### config.mk
export PLATFORM = sky130hd
export DESIGN_NAME = online_mean_variance_fixed_unit
export DESIGN_NICKNAME = d
export VERILOG_FILES = /design/src/rtl/omvf_pkg.sv /design/src/rtl/omvf_div.sv /design/src/rtl/omvf_mul.sv /design/src/rtl/omvf_sqrt.sv /design/src/rtl/online_mean_variance_fixed_unit.sv
export SDC_FILE = /design/constraint.sdc
export NUM_CORES = 2
export LEC_CHECK = 0
export BUFFER_PORTS_ARGS = -buffer_cell sky130_fd_sc_hd__buf_2
export CORE_UTILIZATION = 62
export CTS_BUF_LIST = sky130_fd_sc_hd__clkbuf_8
export DETAILED_ROUTE_END_ITERATION = 16
export GPL_TIMING_DRIVEN = 0
export PLACE_DENSITY = 0.8
export SYNTH_ARGS = -nofsm -noshare
export SYNTH_HDL_FRONTEND = slang
export SYNTH_HIERARCHICAL = 1
export SYNTH_SLANG_ARGS = --single-unit
### constraint.sdc
create_clock -name clk -period 17.45 [get_ports clk]
set_clock_uncertainty 0.2 [all_clocks]
set_input_delay 2.6175 -clock clk [delete_from_list [all_inputs] [get_ports clk]]
set_output_delay 2.6175 -clock clk [all_outputs]
set_load 0.005 [all_outputs]
### src/rtl/omvf_pkg.sv
`timescale 1ns / 1ps
// ----------------------------------------------------------------------------
// omvf_pkg
// Shared types and constants for the online mean and variance unit.
// ----------------------------------------------------------------------------
package omvf_pkg;

  // Width of the fraction-bits register
  localparam int FRAC_W = 5;

  // Sequencer states, one-hot
  typedef enum logic [7:0] {
    ST_IDLE     = 8'b0000_0001,
    ST_DIV_MEAN = 8'b0000_0010,
    ST_MUL_SET  = 8'b0000_0100,
    ST_MUL      = 8'b0000_1000,
    ST_POP_SET  = 8'b0001_0000,
    ST_DIV_POP  = 8'b0010_0000,
    ST_DIV_SMP  = 8'b0100_0000,
    ST_SQRT     = 8'b1000_0000
  } seq_state_t;

endpackage

### src/rtl/omvf_div.sv
`timescale 1ns / 1ps
// ----------------------------------------------------------------------------
// omvf_div
// Restoring unsigned divider, one quotient bit per cycle.
// ----------------------------------------------------------------------------
module omvf_div #(
  parameter int DVD_W = 32,
  parameter int DIV_W = 32
) (
  input  logic             clk,
  input  logic             rst,
  input  logic             start,
  input  logic [DVD_W-1:0] dividend,
  input  logic [DIV_W-1:0] divisor,
  output logic             done,
  output logic [DVD_W-1:0] quotient
);

  localparam int STEP_W = $clog2(DVD_W + 1);

  logic              busy;
  logic [STEP_W-1:0] steps;
  logic [DIV_W-1:0]  rem;
  logic [DIV_W-1:0]  dsr;
  logic [DVD_W-1:0]  dvd;
  logic [DIV_W:0]    rem_sh;
  logic              ge;

  // trial subtraction
  assign rem_sh = {rem, dvd[DVD_W-1]};
  assign ge     = rem_sh >= {1'b0, dsr};

  always_ff @(posedge clk) begin
    if (rst) begin
      busy  <= 1'b0;
      done  <= 1'b0;
      steps <= '0;
    end else begin
      done <= 1'b0;
      if (start) begin
        busy  <= 1'b1;
        steps <= STEP_W'(DVD_W);
      end else if (busy) begin
        steps <= steps - 1'b1;
        if (steps == STEP_W'(1)) begin
          busy <= 1'b0;
          done <= 1'b1;
        end
      end
    end
  end

  // datapath, quotient bits shift into the dividend register
  always_ff @(posedge clk) begin
    if (start) begin
      rem <= '0;
      dsr <= divisor;
      dvd <= dividend;
    end else if (busy) begin
      rem <= ge ? DIV_W'(rem_sh - {1'b0, dsr}) : rem_sh[DIV_W-1:0];
      dvd <= {dvd[DVD_W-2:0], ge};
    end
  end

  assign quotient = dvd;

endmodule

### src/rtl/omvf_mul.sv
`timescale 1ns / 1ps
// ----------------------------------------------------------------------------
// omvf_mul
// Shift-and-add unsigned multiplier, one multiplier bit per cycle.
// ----------------------------------------------------------------------------
module omvf_mul #(
  parameter int OP_W = 32
) (
  input  logic              clk,
  input  logic              rst,
  input  logic              start,
  input  logic [OP_W-1:0]   op_a,
  input  logic [OP_W-1:0]   op_b,
  output logic              done,
  output logic [2*OP_W-1:0] product
);

  localparam int STEP_W = $clog2(OP_W + 1);

  logic              busy;
  logic [STEP_W-1:0] steps;
  logic [2*OP_W-1:0] a_sh;
  logic [OP_W-1:0]   b_sh;
  logic [2*OP_W-1:0] acc;

  always_ff @(posedge clk) begin
    if (rst) begin
      busy  <= 1'b0;
      done  <= 1'b0;
      steps <= '0;
    end else begin
      done <= 1'b0;
      if (start) begin
        busy  <= 1'b1;
        steps <= STEP_W'(OP_W);
      end else if (busy) begin
        steps <= steps - 1'b1;
        if (steps == STEP_W'(1)) begin
          busy <= 1'b0;
          done <= 1'b1;
        end
      end
    end
  end

  // add shifted multiplicand for each set multiplier bit
  always_ff @(posedge clk) begin
    if (start) begin
      a_sh <= (2*OP_W)'(op_a);
      b_sh <= op_b;
      acc  <= '0;
    end else if (busy) begin
      if (b_sh[0]) begin
        acc <= acc + a_sh;
      end
      a_sh <= {a_sh[2*OP_W-2:0], 1'b0};
      b_sh <= {1'b0, b_sh[OP_W-1:1]};
    end
  end

  assign product = acc;

endmodule

### src/rtl/omvf_sqrt.sv
`timescale 1ns / 1ps
// ----------------------------------------------------------------------------
// omvf_sqrt
// Bit-serial integer square root, one root bit per cycle.
// ----------------------------------------------------------------------------
module omvf_sqrt #(
  parameter int RAD_W = 62
) (
  input  logic               clk,
  input  logic               rst,
  input  logic               start,
  input  logic [RAD_W-1:0]   radicand,
  output logic               done,
  output logic [RAD_W/2-1:0] root
);

  localparam int N      = RAD_W / 2;
  localparam int STEP_W = $clog2(N + 1);

  logic              busy;
  logic [STEP_W-1:0] steps;
  logic [RAD_W-1:0]  rad;
  logic [N:0]        rem;
  logic [N+2:0]      rem_sh;
  logic [N+2:0]      trial;
  logic              ge;

  assign rem_sh = {rem, rad[RAD_W-1:RAD_W-2]};
  assign trial  = {1'b0, root, 2'b01};
  assign ge     = rem_sh >= trial;

  always_ff @(posedge clk) begin
    if (rst) begin
      busy  <= 1'b0;
      done  <= 1'b0;
      steps <= '0;
    end else begin
      done <= 1'b0;
      if (start) begin
        busy  <= 1'b1;
        steps <= STEP_W'(N);
      end else if (busy) begin
        steps <= steps - 1'b1;
        if (steps == STEP_W'(1)) begin
          busy <= 1'b0;
          done <= 1'b1;
        end
      end
    end
  end

  // two radicand bits in, one root bit out
  always_ff @(posedge clk) begin
    if (start) begin
      rad  <= radicand;
      rem  <= '0;
      root <= '0;
    end else if (busy) begin
      rad  <= {rad[RAD_W-3:0], 2'b00};
      rem  <= ge ? (N+1)'(rem_sh - trial) : rem_sh[N:0];
      root <= {root[N-2:0], ge};
    end
  end

endmodule

### src/rtl/online_mean_variance_fixed_unit.sv
`timescale 1ns / 1ps
// ----------------------------------------------------------------------------
// online_mean_variance_fixed_unit
// Welford running mean and variance of signed fixed-point samples.
// ----------------------------------------------------------------------------
//  channel  | signals                        | transfer when
//  ---------+--------------------------------+------------------------------
//  input    | in_valid, in_stall, sample     | in_valid & !in_stall
//  output   | out_valid, out_stall, results  | out_valid & !out_stall
//  config   | cfg_valid, cfg_ready, cfg_data | cfg_valid & cfg_ready
//
// The sequencer runs each sample through the bit-serial divider (mean step,
// two variance divisions), the shift-add multiplier and the square root, and
// takes no new input transfer while a sample is still in flight.
// A first sample skips the mean division, the multiply, the second division
// and the root.
// Reset (rst, synchronous) clears statistics and fraction bits.
// The output register holds a result while out_stall is high; the next
// sample may be taken meanwhile and its result waits to load.
// ----------------------------------------------------------------------------
module online_mean_variance_fixed_unit #(
  parameter int SAMPLE_WIDTH = 32,
  parameter int COUNT_WIDTH  = 32
) (
  input  logic                        clk,
  input  logic                        rst,
  input  logic                        cfg_valid,
  output logic                        cfg_ready,
  input  logic [omvf_pkg::FRAC_W-1:0] cfg_data,
  input  logic                        in_valid,
  output logic                        in_stall,
  input  logic [SAMPLE_WIDTH-1:0]     sample,
  output logic                        out_valid,
  input  logic                        out_stall,
  output logic [COUNT_WIDTH-1:0]      sample_count,
  output logic [SAMPLE_WIDTH-1:0]     running_mean,
  output logic [SAMPLE_WIDTH-1:0]     pop_variance,
  output logic [SAMPLE_WIDTH-1:0]     smp_variance,
  output logic [SAMPLE_WIDTH-2:0]     std_deviation
);

  import omvf_pkg::*;

  localparam int W     = SAMPLE_WIDTH;
  localparam int C     = COUNT_WIDTH;
  localparam int RAD_W = 2 * ((W + 31) / 2);
  localparam int RT_W  = RAD_W / 2;
  localparam int RX_W  = (RT_W > W - 1) ? RT_W : W - 1;
  localparam int PX_W  = 2 * W + 32;

  seq_state_t      state;
  logic [FRAC_W-1:0] frac;
  logic [C-1:0]    cnt;
  logic [C-1:0]    cnt_next;
  logic [W-1:0]    mean;
  logic [W-1:0]    m2;
  logic [W-1:0]    smp;
  logic [W-1:0]    d1;
  logic            prod_neg;
  logic            div_neg;
  logic [W-1:0]    pvar;
  logic [W-1:0]    svar;
  logic            in_take;

  logic            div_start, div_done;
  logic            mul_start, mul_done;
  logic            sqrt_start, sqrt_done;
  logic [W-1:0]    div_dvd;
  logic [C-1:0]    div_dsr;
  logic [W-1:0]    div_q;
  logic [W-1:0]    div_sq;
  logic [W-1:0]    mul_a, mul_b;
  logic [2*W-1:0]  mul_p;
  logic [RAD_W-1:0] sqrt_rad;
  logic [RT_W-1:0] sqrt_root;
  logic [RX_W-1:0] root_ext;
  logic [W-1:0]    d1_new;
  logic [W-1:0]    d2;
  logic [2*W:0]    prod_s;
  logic [PX_W-1:0] prod_x;
  logic [W-1:0]    m2_new;
  logic            cnt_ge2;
  logic            load_out;
  logic [W-1:0]    sd_val;
  logic            sd_load;

  // arithmetic units; the divider is shared by the three divisions
  omvf_div #(.DVD_W(W), .DIV_W(C)) u_div (
    .clk(clk), .rst(rst), .start(div_start), .dividend(div_dvd),
    .divisor(div_dsr), .done(div_done), .quotient(div_q)
  );

  omvf_mul #(.OP_W(W)) u_mul (
    .clk(clk), .rst(rst), .start(mul_start), .op_a(mul_a), .op_b(mul_b),
    .done(mul_done), .product(mul_p)
  );

  omvf_sqrt #(.RAD_W(RAD_W)) u_sqrt (
    .clk(clk), .rst(rst), .start(sqrt_start), .radicand(sqrt_rad),
    .done(sqrt_done), .root(sqrt_root)
  );

  // combinational helpers
  assign cnt_next = (cnt == {C{1'b1}}) ? cnt : cnt + 1'b1;
  assign cnt_ge2  = cnt[C-1:1] != '0;
  assign d1_new   = sample - mean;
  assign d2       = smp - mean;
  assign div_sq   = div_neg ? W'(-div_q) : div_q;
  assign prod_s   = prod_neg ? (2*W+1)'(-{1'b0, mul_p}) : {1'b0, mul_p};
  assign prod_x   = PX_W'($signed(prod_s)) >>> frac;
  assign m2_new   = m2 + prod_x[W-1:0];
  assign root_ext = RX_W'(sqrt_root);
  // radicand taken straight from the quotient as the root starts
  assign sqrt_rad = RAD_W'(div_sq) << frac;
  assign mul_a    = d1[W-1] ? W'(-d1) : d1;
  assign mul_b    = d2[W-1] ? W'(-d2) : d2;

  // idle and no result waiting; a register write takes priority
  assign cfg_ready = (state == ST_IDLE) && !sd_load;
  assign in_stall  = (state != ST_IDLE) || sd_load || cfg_valid;
  assign in_take   = in_valid && !in_stall;

  // result lands when the sequencer finishes and the output register is free
  assign load_out = sd_load && (!out_valid || !out_stall);

  // unit start strobes and operands
  always_comb begin
    div_start  = 1'b0;
    mul_start  = 1'b0;
    sqrt_start = 1'b0;
    div_dvd    = m2[W-1] ? W'(-m2) : m2;
    div_dsr    = cnt;
    unique case (state)
      ST_IDLE: begin
        if (in_take && cnt_next != C'(1)) begin
          div_start = 1'b1;
          div_dvd   = d1_new[W-1] ? W'(-d1_new) : d1_new;
          div_dsr   = cnt_next;
        end
      end
      ST_MUL_SET: mul_start = 1'b1;
      ST_POP_SET: div_start = 1'b1;
      ST_DIV_POP: begin
        if (div_done && cnt_ge2) begin
          div_start = 1'b1;
          div_dsr   = cnt - 1'b1;
        end
      end
      ST_DIV_SMP: sqrt_start = div_done && !div_sq[W-1];
      default: ;
    endcase
  end

  // sequencer and statistics
  always_ff @(posedge clk) begin
    if (rst) begin
      state   <= ST_IDLE;
      frac    <= '0;
      cnt     <= '0;
      mean    <= '0;
      m2      <= '0;
      sd_load <= 1'b0;
    end else begin
      if (load_out) begin
        sd_load <= 1'b0;
      end
      unique case (state)
        ST_IDLE: begin
          if (cfg_valid && cfg_ready) begin
            frac <= cfg_data;
            cnt  <= '0;
            mean <= '0;
            m2   <= '0;
          end else if (in_take) begin
            cnt <= cnt_next;
            smp <= sample;
            if (cnt_next == C'(1)) begin
              mean  <= sample;
              m2    <= '0;
              state <= ST_POP_SET;
            end else begin
              d1      <= d1_new;
              div_neg <= d1_new[W-1];
              state   <= ST_DIV_MEAN;
            end
          end
        end
        ST_DIV_MEAN: begin
          if (div_done) begin
            mean  <= mean + div_sq;
            state <= ST_MUL_SET;
          end
        end
        ST_MUL_SET: begin
          prod_neg <= d1[W-1] ^ d2[W-1];
          state    <= ST_MUL;
        end
        ST_MUL: begin
          if (mul_done) begin
            m2    <= m2_new;
            state <= ST_POP_SET;
          end
        end
        ST_POP_SET: begin
          div_neg <= m2[W-1];
          state   <= ST_DIV_POP;
        end
        ST_DIV_POP: begin
          if (div_done) begin
            pvar <= div_sq;
            if (cnt_ge2) begin
              state <= ST_DIV_SMP;
            end else begin
              svar    <= '0;
              sd_val  <= '0;
              sd_load <= 1'b1;
              state   <= ST_IDLE;
            end
          end
        end
        ST_DIV_SMP: begin
          if (div_done) begin
            svar <= div_sq;
            if (div_sq[W-1]) begin
              sd_val  <= '0;
              sd_load <= 1'b1;
              state   <= ST_IDLE;
            end else begin
              state <= ST_SQRT;
            end
          end
        end
        ST_SQRT: begin
          if (sqrt_done) begin
            sd_val  <= W'(root_ext[W-2:0]);
            sd_load <= 1'b1;
            state   <= ST_IDLE;
          end
        end
        default: state <= ST_IDLE;
      endcase
    end
  end

  // output register
  always_ff @(posedge clk) begin
    if (rst) begin
      out_valid <= 1'b0;
    end else if (load_out) begin
      out_valid <= 1'b1;
    end else if (!out_stall) begin
      out_valid <= 1'b0;
    end
  end

  always_ff @(posedge clk) begin
    if (load_out) begin
      sample_count  <= cnt;
      running_mean  <= mean;
      pop_variance  <= pvar;
      smp_variance  <= svar;
      std_deviation <= sd_val[W-2:0];
    end
  end

endmodule
==> flow_summary.yaml <==
outcome:
  status: "completed"
place:
  routabilityCongestion: 1.054
  place_area_mm2: 0.06022
  dpl.hpwl_um: 155800
  io_buffers: 203
cts:
  cts_buffers: 140
  cts_root_buffer: "clkbuf_8"
  insertion_delay_ns: 0.91
  cts_tree: "done"
  cts_hold_buf: 0
  post_cts_resized: 0
  cts_sinks: 833
  clk_pin_slew_ns: 0.07
  cts_max_path_buffers: 3
  htreeDepth: 4
  post_cts_buffers: 0
timing:
  setup_viol: 0
  period_needed_ns: 8.293
  finalCritPeriodShare_pct: 47.53
  maxSlewHeadroom_pct: 1.084
  hold_viol_final: 0
  fmax_mhz: 120.6
  drv_slew: 0
  rsz0062_at_grt: "no"
  worst_slew_pin_slew_ns: 1.473
power:
  p_leak_nw: 25.18
  p_total_mw: 8.362
  power_density_mw_per_mm2: 132.4
  ir_drop_v: 0.0001086
grt:
  grt_pass1_wl_um: 302200
  grt_pass1_vias: 49030
  grt_max_degree: 65
  grt_antenna_before_repair: 14
  grt_usage_pct: 42.26
  grt.overflow.total: 0
floorplanning:
  die-area_mm2: 0.09376
  rows: 111
  fp.dieH_um: 306.2
  ios: 204
  die_w_um: 306.2
  core_area_mm2: 0.09166
  initial_core_util_pct: 62.59
synth:
  syn_nets: 6574
  syn_area_per_cell_um2: 9.177
  syn_inst: 6252
  ys_warn_count: 6
  syn_area_mm2: 0.05738
job:
  drv_cap: 0
critical_path:
  worst_path_max_delay_cell: "mux4_2"
  critPathRequiredTime_ns: 18.04
  cp_num_buf_inv: 5
  path_cells: "clkbuf_1, clkbuf_1, clkbuf_1, clkbuf_1, clkbuf_1, o21ai_0, xor2_1, mux2i_1, mux2i_1, mux2i_1, mux4_2, ha_1, a21o_1, a221oi_1, a21oi_1, a22o_1, nand4_1, a21oi_1, o41ai_1, nand2_1, or4b_1, a31oi_1"
  end_kind: "flip-flop"
  cp_max_fo: 10
  cp_common_cell: "clkbuf_1"
  cp_top_family: "buffers and inverters"
  slowest_delay_ns: 0.60
  worst_setup_path_start_kind: "flip-flop"
  worstSetupPathType: "reg2reg"
  r2r_slack_ns: 9.16
  arrival_ns: 8.88
finish:
  nets: 6939
  drive_gt1_share_pct: 11.55
  seqCellArea_mm2: 0.02178
  multi_input_area_mm2: 0.03319
  synthToLayoutAreaGrowth_pct: 10.11
  final_cell_mix: "568 x nor2_1, 515 x nand2_1, 510 x edfxtp_1"
  num-fill-cells: 7331
  fin_area_mm2: 0.06317
  final_common_cell: "nor2_1"
routing:
  first_pass_iters: 8
  via_count: 53430
  vias_per_cell: 6.743
  ant_nets: 0
  drt_iter0_drc: 7128
  drt_wl_total_um: 204600
  drc: 0
  routedWlPerCell_um: 25.82
min_path:
  hold_path_class: "reg2reg"
state kept, by name (all words and copies together) (netlist names), 31 cells and up:
| register | cells |
|---|---|
| m2 | 32 |
| smp_variance | 32 |
| u_div/dsr | 32 |
| svar | 32 |
| u_mul/a_sh | 63 |
| u_sqrt/rad | 62 |
| smp | 32 |
| std_deviation | 31 |
| sample_count | 32 |
| u_div/quotient | 32 |
| u_sqrt/root | 31 |
| running_mean | 32 |
| pop_variance | 32 |
| pvar | 32 |
| u_mul/product | 63 |
| u_sqrt/rem | 32 |
| u_mul/b_sh | 32 |
| cnt | 32 |
| u_div/rem | 32 |
| d1 | 32 |
| mean | 32 |
| sd_val | 31 |
metrics by stage:
step / utilization [%] / TNS, ns / worst slack (ns) / hold WS (ns) / cells
4_1_cts: 68.88 / 0 / 9.433 / 0.2031 / 7915
3_3_place_gp: 65.32 / -634.47 / -4.069 / 0.2028 / 7641
3_5_place_dp: 65.70 / 0 / 9.480 / 0.2045 / 7660
6_report: 68.92 / 0 / 9.157 / 0.2003 / 7923
5_1_grt: 68.91 / 0 / 8.973 / 0.2148 / 7920
2_1_floorplan: - / 0 / 2.241 / 0.2003 / 6252
worst reg2reg max path: stages, from the launching register on:
cell and delay [ns]:
edfxtp_1 0.52, clkbuf_1 0.45, clkbuf_1 0.43, clkbuf_1 0.44
clkbuf_1 0.49, clkbuf_1 0.57, o21ai_0 0.24, xor2_1 0.37
mux2i_1 0.19, mux2i_1 0.31, mux2i_1 0.23, mux4_2 0.60
ha_1 0.36, a21o_1 0.18, a221oi_1 0.46, a21oi_1 0.22
a22o_1 0.30, nand4_1 0.17, a21oi_1 0.11, o41ai_1 0.56
nand2_1 0.08, or4b_1 0.50, a31oi_1 0.19
metal layers:
metal	wire, µm	part of all wire, %	up-vias	GRT usage (%)
met3	26280	13	644	11.73
met5	41	0.020	-	0
met1	81640	40	25470	57.50
met2	85920	42	3384	61.85
met4	10720	5.2	6	20.57
li1	-	-	23930	-
path summary, 6_finish.rpt:
path / startpoint / end / cells past startpoint
worst max-delay path: prod_neg / m2[31] / 22
worst min-delay path: svar[5] / smp_variance[5] / 0
worst max register to register: prod_neg / m2[31] / 22
worst min register to register: svar[5] / smp_variance[5] / 0
area by class of cell:
cell class / instances / share of cell area [%]
inverter: 243 / 1.444
tap: 1186 / 2.349
timing repair buffer: 223 / 2.072
clock inverter: 94 / 1.109
antenna: 7 / 0.02773
buffer: 383 / 2.482
clock buffer: 161 / 3.508
sequential: 833 / 34.48
multi-input combinational: 4793 / 52.53
power breakdown:
group / switching, mW / internal (mW) / total, mW
logic: 2.71 / 1.36 / 4.07
registers: 0.169 / 2.27 / 2.44
clock network: 0.891 / 0.965 / 1.86
Note: power is estimated with default switching activity, not from simulation.
